[src/hw/rtl/vlan_tag_insert_strip_unit_macros.svh]
// assertion macros for the vlan tag insert/strip unit
// no dependencies; included by the top level
`ifndef VLAN_TAG_INSERT_STRIP_UNIT_MACROS_SVH
`define VLAN_TAG_INSERT_STRIP_UNIT_MACROS_SVH

// same-cycle implication, disabled during reset
`define VTIS_ASSERT_NOW(label, clk, rst, ante, cons, msg) \
   label: assert property (@(posedge clk) disable iff (rst) (ante) |-> (cons)) \
      else $error(msg);

// next-cycle implication, disabled during reset
`define VTIS_ASSERT_NEXT(label, clk, rst, ante, cons, msg) \
   label: assert property (@(posedge clk) disable iff (rst) (ante) |=> (cons)) \
      else $error(msg);

`endif

[src/hw/rtl/vtis_pkg.sv]
// shared types and constants for the vlan tag insert/strip unit
// no dependencies; used by every rtl module of the block
`default_nettype none

package vtis_pkg;

   localparam int LEN_W        = 15;
   localparam int VID_W        = 12;
   localparam int PRIO_W       = 3;
   localparam int BYTE_W       = 8;
   localparam int TCI_W        = 16;
   localparam int CSR_IDX_W    = 2;
   localparam int CSR_DATA_W   = 15;

   localparam logic [LEN_W-1:0] MAX_FRAME_LEN  = LEN_W'(16384);
   localparam logic [LEN_W-1:0] ETH_HEADER_LEN = LEN_W'(14);
   localparam logic [LEN_W-1:0] STRIP_MIN_LEN  = LEN_W'(18);
   localparam logic [LEN_W-1:0] TAG_OFFSET     = LEN_W'(12);
   localparam logic [LEN_W-1:0] TAG_LEN        = LEN_W'(4);
   localparam logic [LEN_W-1:0] CAP_RESET      = LEN_W'(16388);
   localparam logic [VID_W-1:0] VID_RESET      = VID_W'(1);

   localparam logic [BYTE_W-1:0] TPID_HI = 8'h81;
   localparam logic [BYTE_W-1:0] TPID_LO = 8'h00;

   // decoupling queue between front and back
   localparam int QUEUE_DEPTH = 4;
   localparam int QUEUE_IDX_W = $clog2(QUEUE_DEPTH);
   localparam int QUEUE_CNT_W = $clog2(QUEUE_DEPTH + 1);

   // tag burst: four tag bytes then the frame byte
   localparam int PHASE_W = 3;
   localparam logic [PHASE_W-1:0] PHASE_BYTE = PHASE_W'(4);

   typedef enum logic [1:0] {
      STATUS_OK       = 2'd0,
      STATUS_SHORT    = 2'd1,
      STATUS_UNTAGGED = 2'd2,
      STATUS_OVER     = 2'd3
   } status_type;

   typedef enum logic [CSR_IDX_W-1:0] {
      CSR_STRIP_MODE   = 2'd0,
      CSR_PORT_VID     = 2'd1,
      CSR_PORT_PRIO    = 2'd2,
      CSR_OUT_CAPACITY = 2'd3
   } csr_index_type;

   // one front decision, expanded by the back into one or five results
   typedef struct packed {
      logic [BYTE_W-1:0] data_byte;
      logic              has_byte;
      logic              last;
      status_type        status;
      logic [LEN_W-1:0]  length;
      logic [VID_W-1:0]  vlan_id;
      logic              add_tag;
      logic [TCI_W-1:0]  tci;
   } desc_type;

   // settings seen by the front
   typedef struct packed {
      logic              strip_mode;
      logic [VID_W-1:0]  port_vlan_id;
      logic [PRIO_W-1:0] port_priority;
      logic [LEN_W-1:0]  out_capacity;
   } cfg_type;

endpackage

`default_nettype wire

[src/hw/rtl/vtis_queue.sv]
// small flip-flop fifo of front decisions
// depends on vtis_pkg
`default_nettype none

module vtis_queue (
   input  wire logic               clock,
   input  wire logic               reset,
   input  wire logic               push,
   input  wire vtis_pkg::desc_type push_data,
   output logic                    full,
   input  wire logic               pop,
   output vtis_pkg::desc_type      head,
   output logic                    empty
);
   import vtis_pkg::*;

   desc_type                 entry_ff [QUEUE_DEPTH];
   logic [QUEUE_IDX_W-1:0]   wr_ptr_ff, wr_ptr_in;
   logic [QUEUE_IDX_W-1:0]   rd_ptr_ff, rd_ptr_in;
   logic [QUEUE_CNT_W-1:0]   count_ff, count_in;

   assign full  = (count_ff == QUEUE_CNT_W'(QUEUE_DEPTH));
   assign empty = (count_ff == '0);
   assign head  = entry_ff[rd_ptr_ff];

   always_comb begin
      wr_ptr_in = wr_ptr_ff;
      rd_ptr_in = rd_ptr_ff;
      count_in  = count_ff;
      if (push) begin
         wr_ptr_in = wr_ptr_ff + QUEUE_IDX_W'(1);
      end
      if (pop) begin
         rd_ptr_in = rd_ptr_ff + QUEUE_IDX_W'(1);
      end
      if (push && !pop) begin
         count_in = count_ff + QUEUE_CNT_W'(1);
      end else if (pop && !push) begin
         count_in = count_ff - QUEUE_CNT_W'(1);
      end
   end

   always_ff @(posedge clock) begin
      if (reset) begin
         wr_ptr_ff <= '0;
         rd_ptr_ff <= '0;
         count_ff  <= '0;
      end else begin
         wr_ptr_ff <= wr_ptr_in;
         rd_ptr_ff <= rd_ptr_in;
         count_ff  <= count_in;
      end
   end

   always_ff @(posedge clock) begin
      if (push) begin
         entry_ff[wr_ptr_ff] <= push_data;
      end
   end

endmodule

`default_nettype wire

[src/hw/rtl/vtis_front.sv]
// front: accepts frame bytes, tracks position and tag state, decides results
// depends on vtis_pkg
`default_nettype none

module vtis_front (
   input  wire logic                       clock,
   input  wire logic                       reset,
   input  wire vtis_pkg::cfg_type          cfg,
   input  wire logic                       accept,
   input  wire logic [vtis_pkg::BYTE_W-1:0] in_byte,
   input  wire logic                       in_last,
   output logic                            push,
   output vtis_pkg::desc_type              push_data
);
   import vtis_pkg::*;

   logic [LEN_W-1:0] pos_ff, pos_in;
   logic             tpid_ok_ff, tpid_ok_in;
   logic             tag_found_ff, tag_found_in;
   logic [VID_W-1:0] vid_ff, vid_in;

   logic [LEN_W-1:0] flen;
   logic [LEN_W:0]   flen_plus;
   logic [LEN_W-1:0] flen_minus;
   logic             emit;
   desc_type         d;

   assign flen       = (pos_ff == MAX_FRAME_LEN) ? pos_ff : pos_ff + LEN_W'(1);
   assign flen_plus  = {1'b0, flen} + {1'b0, TAG_LEN};
   assign flen_minus = flen - TAG_LEN;

   always_comb begin
      tpid_ok_in   = tpid_ok_ff;
      tag_found_in = tag_found_ff;
      vid_in       = vid_ff;
      pos_in       = pos_ff;
      emit         = 1'b1;

      d           = '0;
      d.data_byte = in_byte;
      d.last      = in_last;
      d.tci       = {cfg.port_priority, 1'b0, cfg.port_vlan_id};
      d.add_tag   = !cfg.strip_mode && (pos_ff == TAG_OFFSET);

      // strip mode swallows the four tag bytes
      if (cfg.strip_mode) begin
         if (pos_ff == TAG_OFFSET) begin
            tpid_ok_in = (in_byte == TPID_HI);
            emit       = 1'b0;
         end else if (pos_ff == TAG_OFFSET + LEN_W'(1)) begin
            tag_found_in = tpid_ok_ff && (in_byte == TPID_LO);
            emit         = 1'b0;
         end else if (pos_ff == TAG_OFFSET + LEN_W'(2)) begin
            vid_in = {in_byte[3:0], 8'h00};
            emit   = 1'b0;
         end else if (pos_ff == TAG_OFFSET + LEN_W'(3)) begin
            vid_in = {vid_ff[VID_W-1:8], in_byte};
            emit   = 1'b0;
         end
      end

      d.has_byte = emit;
      if (!emit) begin
         d.data_byte = '0;
      end

      if (in_last) begin
         if (cfg.strip_mode) begin
            priority if (flen < STRIP_MIN_LEN) begin
               d.status = STATUS_SHORT;
            end else if (!tag_found_ff) begin
               d.status = STATUS_UNTAGGED;
            end else begin
               d.vlan_id = vid_ff;
               if (flen_minus > cfg.out_capacity) begin
                  d.status = STATUS_OVER;
               end else begin
                  d.length = flen_minus;
               end
            end
         end else begin
            priority if (flen < ETH_HEADER_LEN) begin
               d.status = STATUS_SHORT;
            end else if (flen_plus > {1'b0, cfg.out_capacity}) begin
               d.status = STATUS_OVER;
            end else begin
               d.length = flen_plus[LEN_W-1:0];
            end
         end
         pos_in       = '0;
         tpid_ok_in   = 1'b0;
         tag_found_in = 1'b0;
         vid_in       = '0;
      end else if (pos_ff < MAX_FRAME_LEN) begin
         pos_in = pos_ff + LEN_W'(1);
      end
   end

   assign push      = accept && (emit || in_last);
   assign push_data = d;

   always_ff @(posedge clock) begin
      if (reset) begin
         pos_ff       <= '0;
         tpid_ok_ff   <= 1'b0;
         tag_found_ff <= 1'b0;
         vid_ff       <= '0;
      end else if (accept) begin
         pos_ff       <= pos_in;
         tpid_ok_ff   <= tpid_ok_in;
         tag_found_ff <= tag_found_in;
         vid_ff       <= vid_in;
      end
   end

endmodule

`default_nettype wire

[src/hw/rtl/vtis_back.sv]
// back: expands queued decisions into results, tag burst first
// depends on vtis_pkg
`default_nettype none

module vtis_back (
   input  wire logic                 clock,
   input  wire logic                 reset,
   input  wire vtis_pkg::desc_type   head,
   input  wire logic                 empty,
   output logic                      pop,
   output logic                      rsp_valid,
   input  wire logic                 rsp_ready,
   output vtis_pkg::desc_type        rsp_data
);
   import vtis_pkg::*;

   logic                 valid_ff, valid_in;
   desc_type             out_ff, out_in;
   logic [PHASE_W-1:0]   phase_ff, phase_in;
   logic                 load;
   logic [BYTE_W-1:0]    tag_byte;

   assign load = (!valid_ff || rsp_ready) && !empty;

   always_comb begin
      unique case (phase_ff[1:0])
         2'd0: tag_byte = TPID_HI;
         2'd1: tag_byte = TPID_LO;
         2'd2: tag_byte = head.tci[TCI_W-1:8];
         2'd3: tag_byte = head.tci[7:0];
         default: tag_byte = TPID_HI;
      endcase
   end

   always_comb begin
      valid_in = valid_ff && !rsp_ready;
      out_in   = out_ff;
      phase_in = phase_ff;
      pop      = 1'b0;
      if (load) begin
         valid_in = 1'b1;
         if (head.add_tag && (phase_ff != PHASE_BYTE)) begin
            out_in           = '0;
            out_in.data_byte = tag_byte;
            out_in.has_byte  = 1'b1;
            phase_in         = phase_ff + PHASE_W'(1);
         end else begin
            out_in   = head;
            phase_in = '0;
            pop      = 1'b1;
         end
      end
   end

   always_ff @(posedge clock) begin
      if (reset) begin
         valid_ff <= 1'b0;
         phase_ff <= '0;
      end else begin
         valid_ff <= valid_in;
         phase_ff <= phase_in;
      end
   end

   always_ff @(posedge clock) begin
      out_ff <= out_in;
   end

   assign rsp_valid = valid_ff;
   assign rsp_data  = out_ff;

endmodule

`default_nettype wire

[src/hw/rtl/vlan_tag_insert_strip_unit.sv]
// top level of the 802.1q vlan tag insert/strip unit
// depends on vtis_pkg, vtis_front, vtis_queue, vtis_back and the macros header
`default_nettype none
`include "vlan_tag_insert_strip_unit_macros.svh"

// Streams an Ethernet frame one byte per transfer and either inserts an
// 802.1Q tag in front of byte 12 (0x81 0x00 then the TCI built from the
// port priority, DEI 0 and the port VLAN id) or removes bytes 12-15 and
// reports the VLAN id found there. Each input transfer gives zero, one or
// (at the tag point in insert mode) five result transfers; the one marked
// out_last carries the frame status, the new length and, in strip mode, the
// seen VLAN id. A byte is taken every cycle while the four-entry decision
// queue has room; the result side gives at most one transfer per cycle, so
// the four extra tag bytes cost output time once per tagged frame. The
// queue takes up part of that: a sender running flat out sees req_ready
// drop for each tagged frame, and for longer when the queue already holds a
// backlog from the last tag. Each decision passes through the queue and
// the output register before it reaches the result port.
// Settings are written through the csr port, always ready, and must only
// change while no frame is in flight.
module vlan_tag_insert_strip_unit (
   input  wire logic                          clock,
   input  wire logic                          reset,
   // input byte channel
   input  wire logic                          req_valid,
   output logic                               req_ready,
   input  wire logic [vtis_pkg::BYTE_W-1:0]   req_in_byte,
   input  wire logic                          req_in_last,
   // result channel
   output logic                               rsp_valid,
   input  wire logic                          rsp_ready,
   output logic [vtis_pkg::BYTE_W-1:0]        rsp_out_byte,
   output logic                               rsp_has_byte,
   output logic                               rsp_out_last,
   output logic [1:0]                         rsp_frame_status,
   output logic [vtis_pkg::LEN_W-1:0]         rsp_result_length,
   output logic [vtis_pkg::VID_W-1:0]         rsp_seen_vlan_id,
   // configuration write channel
   input  wire logic                          csr_valid,
   output logic                               csr_ready,
   input  wire logic [vtis_pkg::CSR_IDX_W-1:0] csr_index,
   input  wire logic [vtis_pkg::CSR_DATA_W-1:0] csr_data
);
   import vtis_pkg::*;

   // settings registers
   cfg_type  cfg_ff, cfg_in;
   logic     csr_write;

   // front to queue, queue to back
   logic     req_accept;
   logic     q_push;
   desc_type q_push_data;
   logic     q_full;
   logic     q_pop;
   desc_type q_head;
   logic     q_empty;
   desc_type rsp_data;

   // csr port never stalls
   assign csr_ready = 1'b1;
   assign csr_write = csr_valid && csr_ready;

   always_comb begin
      cfg_in = cfg_ff;
      if (csr_write) begin
         unique case (csr_index_type'(csr_index))
            CSR_STRIP_MODE:   cfg_in.strip_mode    = csr_data[0];
            CSR_PORT_VID:     cfg_in.port_vlan_id  = csr_data[VID_W-1:0];
            CSR_PORT_PRIO:    cfg_in.port_priority = csr_data[PRIO_W-1:0];
            CSR_OUT_CAPACITY: cfg_in.out_capacity  = csr_data[LEN_W-1:0];
            default:          cfg_in = cfg_ff;
         endcase
      end
   end

   always_ff @(posedge clock) begin
      if (reset) begin
         cfg_ff.strip_mode    <= 1'b0;
         cfg_ff.port_vlan_id  <= VID_RESET;
         cfg_ff.port_priority <= '0;
         cfg_ff.out_capacity  <= CAP_RESET;
      end else begin
         cfg_ff <= cfg_in;
      end
   end

   // input transfer whenever the queue has room for its decision
   assign req_ready  = !q_full;
   assign req_accept = req_valid && req_ready;

   vtis_front u_front (
      .clock     (clock),
      .reset     (reset),
      .cfg       (cfg_ff),
      .accept    (req_accept),
      .in_byte   (req_in_byte),
      .in_last   (req_in_last),
      .push      (q_push),
      .push_data (q_push_data)
   );

   vtis_queue u_queue (
      .clock     (clock),
      .reset     (reset),
      .push      (q_push),
      .push_data (q_push_data),
      .full      (q_full),
      .pop       (q_pop),
      .head      (q_head),
      .empty     (q_empty)
   );

   vtis_back u_back (
      .clock     (clock),
      .reset     (reset),
      .head      (q_head),
      .empty     (q_empty),
      .pop       (q_pop),
      .rsp_valid (rsp_valid),
      .rsp_ready (rsp_ready),
      .rsp_data  (rsp_data)
   );

   // result payload ports
   assign rsp_out_byte      = rsp_data.data_byte;
   assign rsp_has_byte      = rsp_data.has_byte;
   assign rsp_out_last      = rsp_data.last;
   assign rsp_frame_status  = rsp_data.status;
   assign rsp_result_length = rsp_data.length;
   assign rsp_seen_vlan_id  = rsp_data.vlan_id;

   // a decision is never written into a full queue
   `VTIS_ASSERT_NOW(a_no_queue_overflow, clock, reset, q_push, !q_full, "queue overflow")

   // a status-only result only ever closes a frame
   `VTIS_ASSERT_NOW(a_bare_status_is_last, clock, reset, rsp_valid && !rsp_has_byte, rsp_out_last, "status-only result without last mark")

   // a failed frame reports no length
   `VTIS_ASSERT_NOW(a_fail_no_length, clock, reset, rsp_valid && (rsp_frame_status != STATUS_OK), rsp_result_length == '0, "length on failed frame")

   // a popped decision leaves the queue no fuller than before
   `VTIS_ASSERT_NEXT(a_pop_frees_slot, clock, reset, q_pop && !q_push, !q_full, "queue still full after pop")

endmodule

`default_nettype wire
[config.mk]
export PLATFORM = sky130hd
export DESIGN_NAME = vlan_tag_insert_strip_unit
export DESIGN_NICKNAME = d
export VERILOG_FILES = /design/src/hw/rtl/vtis_pkg.sv /design/src/hw/rtl/vtis_queue.sv /design/src/hw/rtl/vtis_front.sv /design/src/hw/rtl/vtis_back.sv /design/src/hw/rtl/vlan_tag_insert_strip_unit.sv
export VERILOG_INCLUDE_DIRS = /design/src /design/src/hw/rtl
export SDC_FILE = /design/constraint.sdc
export NUM_CORES = 1
export LEC_CHECK = 0
export BUFFER_PORTS_ARGS = -buffer_cell sky130_fd_sc_hd__buf_2
export CAP_MARGIN = 25
export CORE_UTILIZATION = 66
export CTS_CLUSTER_DIAMETER = 80
export DETAILED_ROUTE_END_ITERATION = 10
export GPL_TIMING_DRIVEN = 0
export PLACE_DENSITY_LB_ADDON = 0.25
export SYNTH_ARGS = -nofsm -noshare
export SYNTH_HDL_FRONTEND = slang
export SYNTH_HIERARCHICAL = 1
export SYNTH_SLANG_ARGS = --single-unit
[constraint.sdc]
create_clock -name clock -period 12.7 [get_ports clock]
set_clock_uncertainty 0.1 [all_clocks]
set_input_delay 2.54 -clock clock [delete_from_list [all_inputs] [get_ports clock]]
set_output_delay 2.54 -clock clock [all_outputs]
set_load 0.1 [all_outputs]
# Word-level counts from Yosys, hierarchy flattened
# Memory sizes are Yosys's and may differ from the RTL's. A register that Yosys moved wholly into a read port is not among the register bits.
# Index checks and enable logic that the tools add are counted.
# totals
register_bits	110
latchBits	0
ramBits	220
mem_bits_ro	0
inputBits	31
out_inout_bits	42
word_cells	135
n_memories	1
# op_classes
addsub	8
multipliers	0
n_div	0
order_cmp	5
n_eq_ne	16
n_shift	0
n_mux	47
n_bitwise	0
reduce_logical	38
# mem_list
memory	words	word_bits	rd	rd_ports_with_merged_regs	wr	line	text
u_queue.entry_ff	4	55	1	1	1	vtis_queue.sv:17	desc_type entry_ff [QUEUE_DEPTH];
# op_table
op	count
two-way mux 15 bit	6
two-way mux 12 bit	6
equality test 15 x 4 -> 1 bit, second input constant	4
two-way mux 56 bit	1
two-way mux 27 bit	2
one-hot mux 8 bit (4 select lines)	1
two-way mux 29 bit	1
two-way mux 1 bit	17
two-way mux 17 bit	1
adder 15 x 3 -> 16 bit, second input constant	1
greater-than comparator 16 x 15 -> 1 bit	1
two-way mux 8 bit	2
adder 15 x 1 -> 15 bit, second input constant	1
equality test 15 bit, second input constant	1
greater-than comparator 15 bit	1
less-than comparator 15 bit, second input constant	1
less-than comparator 15 x 4 -> 1 bit, second input constant	1
less-than comparator 15 x 5 -> 1 bit, second input constant	1
subtractor 15 x 3 -> 15 bit, second input constant	1
two-way mux 2 bit	7
nonzero test 2 bit	6
AND reduction 2 bit	5
AND reduction 5 bit	2
logical AND 1 bit	9
other kinds (18)	35

# Logic depth before layout (Yosys ltp)
# logic_depth
depth_word	12
ltp_mapped	20
mapped_depth_nobuf	18

# Modules after synthesis
# Netlist, hierarchy kept.
# by_module_without_submodules
mod	n_inst	cells_each	area_per_inst_um2	seq_area_each_um2
vtis_queue	1	336	8544.4	6906.6
vtis_front	1	498	3771.1	580.6
vtis_back	1	167	2436.1	1761.7
vlan_tag_insert_strip_unit	1	128	1340.0	620.6

# Worst setup path before layout
# No wires, ideal clock.
# synth_timing
kind	input-to-reg
startpoint	in rsp_ready
endpoint	reg u_back/rsp_data[0] (netlist name)
setup_time_ps	470
arrival_time_ps	4972
required_time_ps	12130
setup_slack_ps	7158
path_stages	2
path_buffers	0
path_cell_list	nor2b_1 nor2_1
# synth_lines
item	line	text
start, declared	vlan_tag_insert_strip_unit.sv:31	input wire logic rsp_ready,

# Worst setup path in the final report
# layout_timing
startpoint	reg u_front.pos_ff[0]
endpoint	mem u_queue/entry_ff[3][32] in the netlist's numbering, data pin
# layout_via
elab_chain_cells	9
word_cells_on_any_way	16
classes_between	add/sub (3); order compare (4); eq/ne (1); mux (8)
# layout_lines
item	line	text
start, declared	vtis_front.sv:17	logic [LEN_W-1:0] pos_ff, pos_in;
start signal, assigned	vtis_front.sv:109	pos_ff <= pos_in;
adder 15 x 1 -> 15 bit or equality test 15 bit (tied branches)	vtis_front.sv:28	assign flen = (pos_ff == MAX_FRAME_LEN) ? pos_ff : pos_ff + LEN_W'(1);
two-way mux 15 bit *	vtis_front.sv:28	
subtractor 15 x 3 -> 15 bit	vtis_front.sv:30	assign flen_minus = flen - TAG_LEN;
greater-than comparator 15 bit	vtis_front.sv:75	if (flen_minus > cfg.out_capacity) begin
two-way mux 15 bit	vtis_front.sv:75	
two-way mux 27 bit	vtis_front.sv:71	end else if (!tag_found_ff) begin
two-way mux 27 bit	vtis_front.sv:69	priority if (flen < STRIP_MIN_LEN) begin
two-way mux 17 bit *	vtis_front.sv:68	if (cfg.strip_mode) begin
two-way mux 29 bit *	vtis_front.sv:67	if (in_last) begin
end, declared	vtis_queue.sv:17	
# Every way passes the cells marked *; elsewhere a longest branch is shown, timed or not.

==> metrics.txt <==
# TYPE chip_impl_metric gauge
chip_impl_info{name="rsz_0062_raised_after_global_routing",value="no"} 1
chip_impl_metric{name="maxCapViolCount",unit=""} 0
chip_impl_metric{name="achievable-frequency",unit="MHz"} 161
chip_impl_metric{name="remaining_drc_errors",unit=""} 0
chip_impl_info{name="min-delay-path-class",value="register to register"} 1
chip_impl_metric{name="area_growth_syn_to_layout",unit="%"} 12.0
chip_impl_metric{name="synth_fp_nets",unit=""} 1170
chip_impl_metric{name="insertion_delay",unit="ns"} 0.52
chip_impl_metric{name="grt_pass1_vias",unit=""} 9464
chip_impl_metric{name="grt_first_pass_wirelength",unit="mm"} 54.8
chip_impl_metric{name="power.ir.vdd_worst",unit="mV"} 0.219
chip_impl_metric{name="cpPeakStageDelay",unit="ns"} 0.56
chip_impl_metric{name="floorplan.initialDensity",unit="%"} 67.7
chip_impl_metric{name="clk_transition_reported_paths",unit="ns"} 0.06
chip_impl_metric{name="first_iter_violations",unit=""} 974
chip_impl_metric{name="wl_per_cell",unit="um"} 23.0
chip_impl_info{name="status",value="completed"} 1
chip_impl_metric{name="synth.cell_area",unit="sq um"} 15500
chip_impl_metric{name="post-route-min-period",unit="ns"} 6.20
chip_impl_metric{name="vias",unit=""} 9659
chip_impl_metric{name="synth_area_per_cell",unit="sq um"} 14.1
chip_impl_metric{name="worstHoldPathCells",unit=""} 2
chip_impl_info{name="final_cell_mix",value="263 x sky130_fd_sc_hd__edfxtp_1, 87 x sky130_fd_sc_hd__buf_2, 73 x sky130_fd_sc_hd__dfxtp_1, 72 x sky130_fd_sc_hd__nor2_1"} 1
chip_impl_metric{name="max_slew.worst_pin.slew",unit="ns"} 0.939
chip_impl_metric{name="timing.critical_path.fanout_max",unit=""} 10
chip_impl_metric{name="numPortBuffers",unit=""} 70
chip_impl_metric{name="global_route.usage.total",unit="%"} 30.5
chip_impl_metric{name="post-cts-setup-buffer-count",unit=""} 0
chip_impl_info{name="cpMaxStageDelayCell",value="sky130_fd_sc_hd__or4b_4"} 1
chip_impl_metric{name="number_of_cells_on_the_worst_reg_to_reg_path",unit=""} 19
chip_impl_metric{name="largest_net_degree_at_the_start_of_global_routing",unit=""} 57
chip_impl_info{name="clock_tree.root_cell",value="sky130_fd_sc_hd__clkbuf_16"} 1
chip_impl_metric{name="cts.sink_count",unit=""} 336
chip_impl_metric{name="finalSetupViolCount",unit=""} 0
chip_impl_metric{name="slew_headroom",unit="%"} 37.4
chip_impl_info{name="crit_path_cells",value="clkbuf_1, inv_1, ha_1, nor4bb_1, nand4_1, and2_1, ha_1, a21bo_2, nor3_1, nand2_1, xor2_1, ha_1, nand4_1, or4_1, o21ai_0, a41o_1, o41ai_4, or4b_4, mux2i_1"} 1
chip_impl_metric{name="io_pins",unit=""} 73
chip_impl_metric{name="final_antenna_net_count",unit=""} 0
chip_impl_metric{name="share_of_post_route_cells_with_drive_strength_above_1",unit="%"} 20.5
chip_impl_metric{name="report.final.hold_viol_count",unit=""} 0
chip_impl_metric{name="power_density",unit="nW/um^2"} 205
chip_impl_info{name="most_common_cell_after_layout_fill_and_taps_aside",value="sky130_fd_sc_hd__edfxtp_1"} 1
chip_impl_metric{name="maxSlewViolCount",unit=""} 0
chip_impl_metric{name="sum_of_overflow_across_all_layers_after_global_routing",unit=""} 0
chip_impl_metric{name="die_y",unit="um"} 155
chip_impl_metric{name="critPathRequiredTime",unit="ns"} 12.85
chip_impl_metric{name="synth-warning-count",unit=""} 6
chip_impl_info{name="setup.worst_path.start_class",value="register"} 1
chip_impl_info{name="clock_tree_from_tritoncts",value="yes"} 1
chip_impl_metric{name="antenna_violations_before_repair",unit=""} 0
chip_impl_metric{name="synthesis.instances",unit=""} 1095
chip_impl_metric{name="min_period_over_period",unit="%"} 48.8
chip_impl_metric{name="via_per_inst",unit=""} 6.26
chip_impl_info{name="end_kind",value="register"} 1
chip_impl_metric{name="core_area",unit="sq um"} 22800
chip_impl_info{name="cpMostUsedCell",value="sky130_fd_sc_hd__ha_1"} 1
chip_impl_metric{name="number_of_buffers_inserted_during_clock_tree_synthesis",unit=""} 35
chip_impl_metric{name="setup-tns-final",unit="ns"} 0
chip_impl_metric{name="postCtsResizedCells",unit=""} 0
chip_impl_metric{name="dr.pass1.iters",unit=""} 6
chip_impl_metric{name="row_count",unit=""} 55
chip_impl_metric{name="dieArea",unit="sq um"} 24100
chip_impl_metric{name="design_power_total",unit="mW"} 3.55
chip_impl_metric{name="dpl.hpwl",unit="mm"} 23.9
chip_impl_metric{name="route.final.wire_length",unit="mm"} 35.5
chip_impl_metric{name="max-clock-path-buffers",unit=""} 3
chip_impl_metric{name="nets",unit=""} 1278
chip_impl_metric{name="ctsHtreeMaxLevel",unit=""} 2
chip_impl_info{name="critPathKind",value="register to register"} 1
chip_impl_metric{name="die-width",unit="um"} 155
chip_impl_metric{name="gpl.final_weighted_congestion",unit=""} 0.956
chip_impl_metric{name="power.leakage",unit="nW"} 6.08
chip_impl_metric{name="diodes",unit=""} 0
chip_impl_metric{name="cts-hold-fix-buffers",unit=""} 0
chip_impl_metric{name="arrival",unit="ns"} 6.35
critical path, delay by kind of cell (launching register included):
kind                     cells  cell delay (ns)
AND/OR/NAND/NOR              8             2.56
buffers and inverters        2             0.61
XOR/XNOR                     1             0.22
multiplexers                 1             0.41
adder cells (fa/ha/maj)      3             0.85
AO/OA/AOI/OAI                4             0.68
flip-flops                   1             0.50
per-stage QoR:
stage	area [sq um]	util (%)	cells	hold WS, ns	worst slack [ns]
floorplan	15500	-	1095	0.348	7.30
CTS	17300	75.9	1542	0.375	6.69
global placement	16200	71.0	1478	0.354	5.88
global route	17300	75.9	1542	0.394	6.32
finish	17300	75.9	1542	0.375	6.50
detailed placement	16300	71.1	1479	0.364	6.72
power breakdown:
| group | total [mW] | switching (mW) | internal, mW | leakage, nW |
|---|---|---|---|---|
| registers | 1.44 | 0.0512 | 1.39 | 3.02 |
| clock network | 0.962 | 0.408 | 0.554 | 0.524 |
| logic | 1.15 | 0.840 | 0.311 | 2.53 |
final cells by class:
cell class	instances	area, sq um
Multi-Input combinational cell	646	5490
Clock inverter	12	115
Fill cell	1397	5510
Clock buffer	51	966
Buffer	79	519
Inverter	34	128
Timing Repair Buffer	71	370
Sequential cell	336	9360
Tap cell	313	392
routing by layer:
metal  wire [um]  vias up  global-route usage, %
li1            -     4334                      -
met1       14900     4814                   43.2
met2       17500      438                   50.7
met3        2390       73                   3.70
met4         785        0                   8.11
met5           0        -                      0
final timing paths:
path                                         from                       to  slack, ns
worst min register to register          cfg_ff[7]                cfg_ff[7]       0.37
worst max register to register  u_front/pos_ff[0]  u_queue/entry_ff[3][32]       6.50
worst min-delay path                    cfg_ff[7]                cfg_ff[7]       0.37
worst max-delay path            u_front/pos_ff[0]  u_queue/entry_ff[3][32]       6.50
flip-flops by register name, summed over array words and instances (netlist names), 2 cells and up, named ones only:
register / cells
u_queue/wr_ptr_ff: 2
u_queue/entry_ff: 224
u_front/vid_ff: 12
u_front/pos_ff: 15
u_queue/rd_ptr_ff: 2
cfg_ff: 31
u_back/rsp_data: 39
u_back/phase_ff: 3
u_queue/count_ff: 3
(Power assumes the default switching activity.)
